File: src/rtl/hcis_pkg.sv
// ----------------------------------------------------------------------------
// hcis_pkg: shared types and constants
// Field widths, command and status codes, controller states and the modulo
// unit result for the hash table block.
// ----------------------------------------------------------------------------
package hcis_pkg;

  localparam int KEY_W  = 31;
  localparam int CMD_W  = 2;
  localparam int STAT_W = 2;
  localparam int BKT_W  = 4;
  localparam int CFG_W  = 5;

  localparam logic [CFG_W-1:0] NB_RESET = 5'd16;

  localparam logic [CMD_W-1:0] CMD_INSERT = 2'd0;
  localparam logic [CMD_W-1:0] CMD_SEARCH = 2'd1;
  localparam logic [CMD_W-1:0] CMD_CLEAR  = 2'd2;

  localparam logic [STAT_W-1:0] STAT_OK       = 2'd0;
  localparam logic [STAT_W-1:0] STAT_FULL     = 2'd1;
  localparam logic [STAT_W-1:0] STAT_FOUND    = 2'd2;
  localparam logic [STAT_W-1:0] STAT_NOTFOUND = 2'd3;

  typedef enum logic [5:0] {
    ST_IDLE   = 6'b000001,
    ST_CLEAR  = 6'b000010,
    ST_MOD    = 6'b000100,
    ST_INS_WR = 6'b001000,
    ST_SEARCH = 6'b010000,
    ST_RESP   = 6'b100000
  } state_t;

  typedef struct packed {
    logic             done;
    logic [CFG_W-1:0] rem;
  } mod_res_t;

endpackage

File: src/rtl/hcis_ram.sv
// ----------------------------------------------------------------------------
// hcis_ram: generic simple dual-port RAM
// One write port, one read port, read data registered.
// ----------------------------------------------------------------------------
module hcis_ram #(
  parameter int WIDTH = 8,
  parameter int DEPTH = 16,
  parameter int AW    = (DEPTH > 1) ? $clog2(DEPTH) : 1
) (
  input  logic             clk,
  input  logic             we,
  input  logic [AW-1:0]    waddr,
  input  logic [WIDTH-1:0] wdata,
  input  logic             re,
  input  logic [AW-1:0]    raddr,
  output logic [WIDTH-1:0] rdata
);

  logic [WIDTH-1:0] mem [DEPTH];

  always_ff @(posedge clk) begin
    if (we) begin
      mem[waddr] <= wdata;
    end
    if (re) begin
      rdata <= mem[raddr];
    end
  end

endmodule

File: src/rtl/hcis_mod_unit.sv
// ----------------------------------------------------------------------------
// hcis_mod_unit: iterative key modulo
// Restoring remainder, one key bit per cycle, MSB first. done pulses with
// the final remainder.
// ----------------------------------------------------------------------------
module hcis_mod_unit (
  input  logic                        clk,
  input  logic                        rst,
  input  logic                        start,
  input  logic [hcis_pkg::KEY_W-1:0]  dividend,
  input  logic [hcis_pkg::CFG_W-1:0]  divisor,
  output hcis_pkg::mod_res_t          res
);

  localparam int CNT_W = $clog2(hcis_pkg::KEY_W);

  logic                       run;
  logic                       done;
  logic [CNT_W-1:0]           cnt;
  logic [hcis_pkg::KEY_W-1:0] shift;
  logic [hcis_pkg::CFG_W-1:0] rem;
  logic [hcis_pkg::CFG_W-1:0] rem_next;
  logic [hcis_pkg::CFG_W:0]   trial;

  always_comb begin
    trial = {rem, shift[hcis_pkg::KEY_W-1]};
    if (trial >= {1'b0, divisor}) begin
      rem_next = hcis_pkg::CFG_W'(trial - {1'b0, divisor});
    end else begin
      rem_next = trial[hcis_pkg::CFG_W-1:0];
    end
  end

  always_ff @(posedge clk) begin
    if (rst) begin
      run  <= 1'b0;
      done <= 1'b0;
      cnt  <= '0;
    end else begin
      done <= 1'b0;
      if (start) begin
        run <= 1'b1;
        cnt <= CNT_W'(hcis_pkg::KEY_W - 1);
      end else if (run) begin
        cnt <= cnt - CNT_W'(1);
        if (cnt == '0) begin
          run  <= 1'b0;
          done <= 1'b1;
        end
      end
    end
  end

  always_ff @(posedge clk) begin
    if (start) begin
      shift <= dividend;
      rem   <= '0;
    end else if (run) begin
      shift <= shift << 1;
      rem   <= rem_next;
    end
  end

  assign res = '{done: done, rem: rem};

endmodule

File: src/rtl/hash_chain_insert_search_top.sv
// ----------------------------------------------------------------------------
// hash_chain_insert_search_top: hash table with bounded per-bucket chains
// Row RAM per bucket (fill count + key slots), iterative hash, row scan.
// ----------------------------------------------------------------------------
// Usage:
//   Input channel (in_valid/in_stall) carries cmd and key; output channel
//   (out_valid/out_stall) returns status and bucket, one beat per command.
//   cfg_we/cfg_wdata write num_buckets (clamped to 1..BUCKETS); write it
//   only while the block is idle.
//   One command at a time; in_stall is high until the command finishes.
//   Insert: the bit-serial modulo (31 steps), then one row read and one
//     row write-back (skipped when the row is full).
//   Search: up to num_buckets rows (clamped), one bucket row read per cycle,
//     all slots of the row compared at once; stops at the first hit.
//   Clear: one row's fill count zeroed per cycle.
//   Reset: a clearing pass over all BUCKETS rows runs first; in_stall stays high
//     until it finishes. num_buckets resets to 16.
//   The result sits in an output register; a stalled output beat holds and
//   the next command is still accepted, but its result waits until the
//   output register frees up.
// ----------------------------------------------------------------------------
module hash_chain_insert_search_top #(
  parameter int BUCKETS = 16,
  parameter int SLOTS   = 8
) (
  input  logic                         clk,
  input  logic                         rst,
  input  logic                         cfg_we,
  input  logic [hcis_pkg::CFG_W-1:0]   cfg_wdata,
  input  logic                         in_valid,
  output logic                         in_stall,
  input  logic [hcis_pkg::CMD_W-1:0]   cmd,
  input  logic [hcis_pkg::KEY_W-1:0]   key,
  output logic                         out_valid,
  input  logic                         out_stall,
  output logic [hcis_pkg::STAT_W-1:0]  status,
  output logic [hcis_pkg::BKT_W-1:0]   bucket
);

  localparam int BW     = (BUCKETS > 1) ? $clog2(BUCKETS) : 1;
  localparam int FILL_W = $clog2(SLOTS + 1);
  localparam int KW     = hcis_pkg::KEY_W;
  localparam int NW     = hcis_pkg::CFG_W;
  localparam int ROW_W  = FILL_W + SLOTS * KW;

  hcis_pkg::state_t state;

  logic [NW-1:0]     num_buckets;
  logic [NW-1:0]     nb;
  logic [KW-1:0]     key_q;
  logic [NW-1:0]     bkt;
  logic [BW-1:0]     clr_addr;
  logic              clr_resp;
  logic [NW-1:0]     scan;
  logic [NW-1:0]     chk_bkt;
  logic              chk_valid;
  logic [hcis_pkg::STAT_W-1:0] res_status;
  logic [hcis_pkg::BKT_W-1:0]  res_bucket;

  logic              rd_en;
  logic [BW-1:0]     rd_addr;
  logic [ROW_W-1:0]  rd_data;
  logic              wr_en;
  logic [BW-1:0]     wr_addr;
  logic [ROW_W-1:0]  wr_data;
  logic [ROW_W-1:0]  new_row;
  logic [FILL_W-1:0] fill;
  logic              full;
  logic              hit;
  logic              last;
  logic              scan_ok;
  logic              mod_start;

  hcis_pkg::mod_res_t mod_res;

  // clamp the modulus to 1..BUCKETS
  always_comb begin
    if (num_buckets == '0) begin
      nb = NW'(1);
    end else if (32'(num_buckets) > BUCKETS) begin
      nb = NW'(BUCKETS);
    end else begin
      nb = num_buckets;
    end
  end

  assign in_stall  = (state != hcis_pkg::ST_IDLE);
  assign mod_start = (state == hcis_pkg::ST_IDLE) && in_valid &&
                     (cmd == hcis_pkg::CMD_INSERT);

  hcis_mod_unit u_mod (
    .clk      (clk),
    .rst      (rst),
    .start    (mod_start),
    .dividend (key),
    .divisor  (nb),
    .res      (mod_res)
  );

  // row decode: fill count on top, slot s at bits [s*KW +: KW]
  always_comb begin
    fill    = rd_data[ROW_W-1 -: FILL_W];
    full    = (fill >= FILL_W'(SLOTS));
    hit     = 1'b0;
    new_row = rd_data;
    for (int s = 0; s < SLOTS; s++) begin
      if ((FILL_W'(s) < fill) && (rd_data[s*KW +: KW] == key_q)) begin
        hit = 1'b1;
      end
      if (FILL_W'(s) == fill) begin
        new_row[s*KW +: KW] = key_q;
      end
    end
    new_row[ROW_W-1 -: FILL_W] = fill + FILL_W'(1);
  end

  assign last    = (chk_bkt == nb - NW'(1));
  assign scan_ok = (scan < nb);

  always_comb begin
    rd_en   = 1'b0;
    rd_addr = '0;
    wr_en   = 1'b0;
    wr_addr = '0;
    wr_data = new_row;
    case (state)
      hcis_pkg::ST_CLEAR: begin
        wr_en   = 1'b1;
        wr_addr = clr_addr;
        wr_data = '0;
      end
      hcis_pkg::ST_MOD: begin
        rd_en   = mod_res.done;
        rd_addr = BW'(mod_res.rem);
      end
      hcis_pkg::ST_INS_WR: begin
        wr_en   = !full;
        wr_addr = BW'(bkt);
      end
      hcis_pkg::ST_SEARCH: begin
        rd_en   = !(chk_valid && (hit || last)) && scan_ok;
        rd_addr = BW'(scan);
      end
      default: begin
      end
    endcase
  end

  hcis_ram #(
    .WIDTH (ROW_W),
    .DEPTH (BUCKETS)
  ) u_rows (
    .clk   (clk),
    .we    (wr_en),
    .waddr (wr_addr),
    .wdata (wr_data),
    .re    (rd_en),
    .raddr (rd_addr),
    .rdata (rd_data)
  );

  always_ff @(posedge clk) begin
    if (rst) begin
      num_buckets <= hcis_pkg::NB_RESET;
      state       <= hcis_pkg::ST_CLEAR;
      clr_addr    <= '0;
      clr_resp    <= 1'b0;
      scan        <= '0;
      chk_valid   <= 1'b0;
      out_valid   <= 1'b0;
    end else begin
      if (cfg_we) begin
        num_buckets <= cfg_wdata;
      end
      // ST_RESP loads the next beat itself
      if (out_valid && !out_stall && (state != hcis_pkg::ST_RESP)) begin
        out_valid <= 1'b0;
      end
      case (state)
        hcis_pkg::ST_IDLE: begin
          if (in_valid) begin
            key_q <= key;
            case (cmd)
              hcis_pkg::CMD_INSERT: begin
                state <= hcis_pkg::ST_MOD;
              end
              hcis_pkg::CMD_SEARCH: begin
                scan      <= '0;
                chk_valid <= 1'b0;
                state     <= hcis_pkg::ST_SEARCH;
              end
              hcis_pkg::CMD_CLEAR: begin
                clr_addr <= '0;
                clr_resp <= 1'b1;
                state    <= hcis_pkg::ST_CLEAR;
              end
              default: begin
                res_status <= hcis_pkg::STAT_OK;
                res_bucket <= '0;
                state      <= hcis_pkg::ST_RESP;
              end
            endcase
          end
        end
        hcis_pkg::ST_CLEAR: begin
          if (clr_addr == BW'(BUCKETS - 1)) begin
            res_status <= hcis_pkg::STAT_OK;
            res_bucket <= '0;
            state      <= clr_resp ? hcis_pkg::ST_RESP : hcis_pkg::ST_IDLE;
          end else begin
            clr_addr <= clr_addr + BW'(1);
          end
        end
        hcis_pkg::ST_MOD: begin
          if (mod_res.done) begin
            bkt   <= mod_res.rem;
            state <= hcis_pkg::ST_INS_WR;
          end
        end
        hcis_pkg::ST_INS_WR: begin
          res_status <= full ? hcis_pkg::STAT_FULL : hcis_pkg::STAT_OK;
          res_bucket <= hcis_pkg::BKT_W'(bkt);
          state      <= hcis_pkg::ST_RESP;
        end
        hcis_pkg::ST_SEARCH: begin
          if (chk_valid && hit) begin
            res_status <= hcis_pkg::STAT_FOUND;
            res_bucket <= hcis_pkg::BKT_W'(chk_bkt);
            state      <= hcis_pkg::ST_RESP;
          end else if (chk_valid && last) begin
            res_status <= hcis_pkg::STAT_NOTFOUND;
            res_bucket <= '0;
            state      <= hcis_pkg::ST_RESP;
          end else begin
            // data for chk_bkt lands next cycle
            chk_valid <= scan_ok;
            chk_bkt   <= scan;
            if (scan_ok) begin
              scan <= scan + NW'(1);
            end
          end
        end
        hcis_pkg::ST_RESP: begin
          if (!out_valid || !out_stall) begin
            out_valid <= 1'b1;
            status    <= res_status;
            bucket    <= res_bucket;
            state     <= hcis_pkg::ST_IDLE;
          end
        end
        default: begin
          state <= hcis_pkg::ST_IDLE;
        end
      endcase
    end
  end

`ifndef NO_ASSERTIONS
  a_fill_bound: assert property (@(posedge clk) disable iff (rst)
    state == hcis_pkg::ST_INS_WR |-> fill <= FILL_W'(SLOTS))
    else $error("row fill count above slot count");

  a_mod_in_state: assert property (@(posedge clk) disable iff (rst)
    mod_res.done |-> state == hcis_pkg::ST_MOD)
    else $error("modulo result outside insert");

  a_mod_range: assert property (@(posedge clk) disable iff (rst)
    mod_res.done |-> mod_res.rem < nb)
    else $error("hash bucket out of range");

  a_accept_leaves_idle: assert property (@(posedge clk) disable iff (rst)
    in_valid && !in_stall |=> state != hcis_pkg::ST_IDLE)
    else $error("accepted beat not started");

  a_no_lost_result: assert property (@(posedge clk) disable iff (rst)
    state == hcis_pkg::ST_RESP && out_valid && out_stall |=>
      state == hcis_pkg::ST_RESP)
    else $error("result dropped while output stalled");
`endif

endmodule
File: config.mk
export PLATFORM = sky130hd
export DESIGN_NAME = hash_chain_insert_search_top
export DESIGN_NICKNAME = d
export VERILOG_FILES = /design/src/rtl/hcis_pkg.sv /design/src/rtl/hcis_ram.sv /design/src/rtl/hcis_mod_unit.sv /design/src/rtl/hash_chain_insert_search_top.sv
export SDC_FILE = /design/constraint.sdc
export NUM_CORES = 2
export LEC_CHECK = 0
export BUFFER_PORTS_ARGS = -buffer_cell sky130_fd_sc_hd__buf_2
export CAP_MARGIN = 0
export CELL_PAD_IN_SITES_DETAIL_PLACEMENT = 1
export CELL_PAD_IN_SITES_GLOBAL_PLACEMENT = 2
export CORE_MARGIN = 2
export CORE_UTILIZATION = 45
export CTS_CLUSTER_DIAMETER = 30
export DETAILED_ROUTE_END_ITERATION = 8
export HOLD_SLACK_MARGIN = 0.05
export PLACE_DENSITY = 0.78
export SLEW_MARGIN = 15
export SYNTH_ARGS = -nofsm -noshare
export SYNTH_HDL_FRONTEND = slang
export SYNTH_SLANG_ARGS = --single-unit
File: constraint.sdc
create_clock -name clk -period 15.55 [get_ports clk]
set_clock_uncertainty 0.1 [all_clocks]
set_input_delay 4.665 -clock clk [delete_from_list [all_inputs] [get_ports clk]]
set_output_delay 4.665 -clock clk [all_outputs]
set_load 0.01 [all_outputs]
==> results_dict.tcl <==
set metrics [dict create \
    synth_fa_ha_area_share_pct 0.131 \
    setup_viol 0 \
    synth_area_leaders "edfxtp_1 74%, nand2_1 9.9%, nand3_1 5.7%, a311oi_1 2.5%, clkbuf_1 1.3%" \
    stdcell_count 20188 \
    fillCellCount 38225 \
    numCtsBuffers 884 \
    ys.flop_type "edfxtp_1" \
    multi_input_area_sq_mm 0.0417 \
    grt_pass1_wl_mm 891 \
    ant_nets 0 \
    synth_seq_cells 4402 \
    syn_avg_cell_area_sq_um 12.7 \
    rrSetupSlack_ns 8.65 \
    synth_xor_area_share_pct 1.31 \
    ctsResizeCount 0 \
    syn_inst 13921 \
    layout.nets 14246 \
    grt_util_met2_pct 49.1 \
    setup_tns_ns 0 \
    hold_buffers 0 \
    clk_latency_ns 1.15 \
    p_leak_nw 75.7 \
    overflow 0 \
    seq_area_frac_synth_pct 74.5 \
    syn2layout_area_growth_pct 21.3 \
    fin_hold_ws_ns 0.327 \
    cp-end-kind "primary output" \
    cts_max_path_buffers 4 \
    arrival_ns 2.46 \
    gp_congestion 0.830 \
    yosysTopAreaCell "edfxtp_1" \
    post-route-util_pct 54.8 \
    dieArea_sq_mm 0.398 \
    synth_nets 13982 \
    peakVddDrop_uv 128 \
    power.density_mw_per_mm2 167 \
    fp.coreArea_sq_mm 0.392 \
    avgViaCountPerCell 6.11 \
    rsz0062_at_grt "false" \
    crit_chain "nor4_1, and3b_1, inv_1, buf_2" \
    cp_top_family "simple AND/OR/NAND/NOR gates" \
    maxCapViolCount 0 \
    initial_core_util_pct 45.2 \
    cp_max_fo 5 \
    drc 0 \
    regArea_sq_mm 0.132 \
    grt_pass1_vias 129717 \
    mostFrequentLayoutCell "nand2_1" \
    grt_max_degree 172 \
    place_ws_ns 8.76 \
    synthSimpleGateAreaFrac_pct 17.2 \
    boundaryPins 51 \
    die_x_um 631 \
    syn-cell-area_sq_mm 0.177 \
    wl_per_cell_um 30.5 \
    slew_viol_final 0 \
    clock-sinks 4402 \
    required_ns 10.79 \
    relSlewSlack_pct 13.7 \
    cts_root_buf "clkbuf_16" \
    min_period_ns 7.23 \
    die_h_um 631 \
    total_power_mw 35.8 \
    post_dp_cell_area_sq_mm 0.183 \
    dp_cells 18517 \
    grt_antenna_before_repair 38 \
    drive_gt1_share_pct 13.8 \
    post-dp-hpwl_mm 319 \
    clk_pin_slew_ns 0.05 \
    fp-row-count 230 \
    grt_use_total_pct 30.3 \
    path_class "reg2out" \
    cts_tree "yes" \
    drtIter0Drc 14078 \
    final_area_sq_mm 0.215 \
    ctsHtreeMaxLevel 6 \
    cts_setup_buffers 0 \
    max_stage_delay_ns 0.39 \
    gr-usage-met1_pct 40.7 \
    synth_top_family_by_area "simple AND/OR/NAND/NOR gates" \
    port_buffers 50 \
    totalWireLength_mm 616 \
    startpoint_type "register" \
    dr.pass1.iters 8 \
    vias 123401 \
    synth_top_area_share_pct 74.1 \
    max_freq_ghz 0.138 \
    met3_usage_pct 5.33 \
    synthArstFlopShare_pct 0 \
    grt_busiest_layer "met2" \
    fin_crit_sh_pct 46.5 \
    worst_pin_slew_ns 1.30 \
    crit_buf_inv 2 \
    status "complete, no violations" \
    synth_compound_area_share_pct 4.37 \
    fin_ws_ns 8.32 \
    synth_enable_flop_cells 4367 \
    synth.area.mux_share_pct 0.0339 \
    hold_violations 0 \
    ys_types 65 \
    slowest_stage "nor4_1" \
    layout_common_cells "4657 x nand2_1, 4367 x edfxtp_1, 2027 x nand3_1" \
    ys_warn_count 0 \
    hp-class "reg2reg" \
]
[sequential cells by signal (all words and copies together) (netlist names)]
signal / count
u_rows.mem: 4032
u_rows.rdata: 252
key_q: 31
u_mod.shift: 31
state: 6
chk_bkt: 5
num_buckets: 5
scan: 5
u_mod.cnt: 5
u_mod.rem: 5
bkt: 4
bucket: 4
clr_addr: 4
res_bucket: 4
res_status: 2
status: 2
chk_valid: 1
clr_resp: 1
out_valid: 1
u_mod.done: 1
u_mod.run: 1
[kinds of logic (layout without fill, tap and decap cells)]
kind of cell / Yosys count / in the layout
compound gates: 1076 / 1076
xor+xnor: 265 / 265
fa+ha+maj: 18 / 18
buf+inv: 1013 / 2050
flops: 4402 / 4402
mux: 6 / 6
other cells: 0 / 10
simple gates: 7141 / 7141
[worst paths after layout]
| kind | from | end | cells past startpoint |
|---|---|---|---|
| setup / recovery | state[1]$_SDFFE_PP1P_ | in_stall | 4 |
| hold / removal | res_bucket[3]$_DFFE_PP_ | bucket[3]$_DFFE_PP_ | 0 |
| setup reg to reg | u_rows.rdata[251]$_DFFE_PP_ | u_rows.rdata[64]$_DFFE_PP_ | 13 |
| hold reg to reg | res_bucket[3]$_DFFE_PP_ | bucket[3]$_DFFE_PP_ | 0 |
[synthesized netlist by cell type (13+ instances only)]
| cell type | count |
|---|---|
| nand2_1 | 4668 |
| edfxtp_1 | 4367 |
| nand3_1 | 2028 |
| clkbuf_1 | 620 |
| a311oi_1 | 504 |
| a21oi_1 | 268 |
| buf_2 | 264 |
| a31oi_1 | 255 |
| and3_1 | 253 |
| xnor2_1 | 147 |
| xor2_1 | 118 |
| buf_1 | 52 |
| nor2_1 | 52 |
| nand4_1 | 42 |
| nor4_1 | 38 |
| dfxtp_1 | 35 |
| buf_6 | 31 |
| buf_4 | 30 |
| ha_1 | 17 |
| inv_1 | 13 |
| o21ai_0 | 13 |
[cell type report]
class	count	area share, %
well taps	5220	3.04
inverters	15	0.0262
flip-flops and latches	4402	61.4
clock buffers	981	10.5
repair buffers	376	1.50
diodes	10	0.0117
multi-input cells	8506	19.4
clock inverters	678	4.08
[metal layers]
metal	part of all wire, %	up-vias	wire [um]
met5	0.023	-	143
met4	4.0	22	24600
li1	-	51537	-
met1	40	64504	249000
met2	47	6020	291000
met3	8.4	1318	51500
[report_power, final]
group	total (mW)	switching (mW)	leakage (nW)	internal [mW]
registers	14.1	0.137	40.8	14.0
clock network	19.7	6.62	15.0	13.1
logic	2.04	1.64	19.9	0.401
total	35.8	8.40	75.7	27.4
No activity file was read; power rests on OpenSTA's default activity.
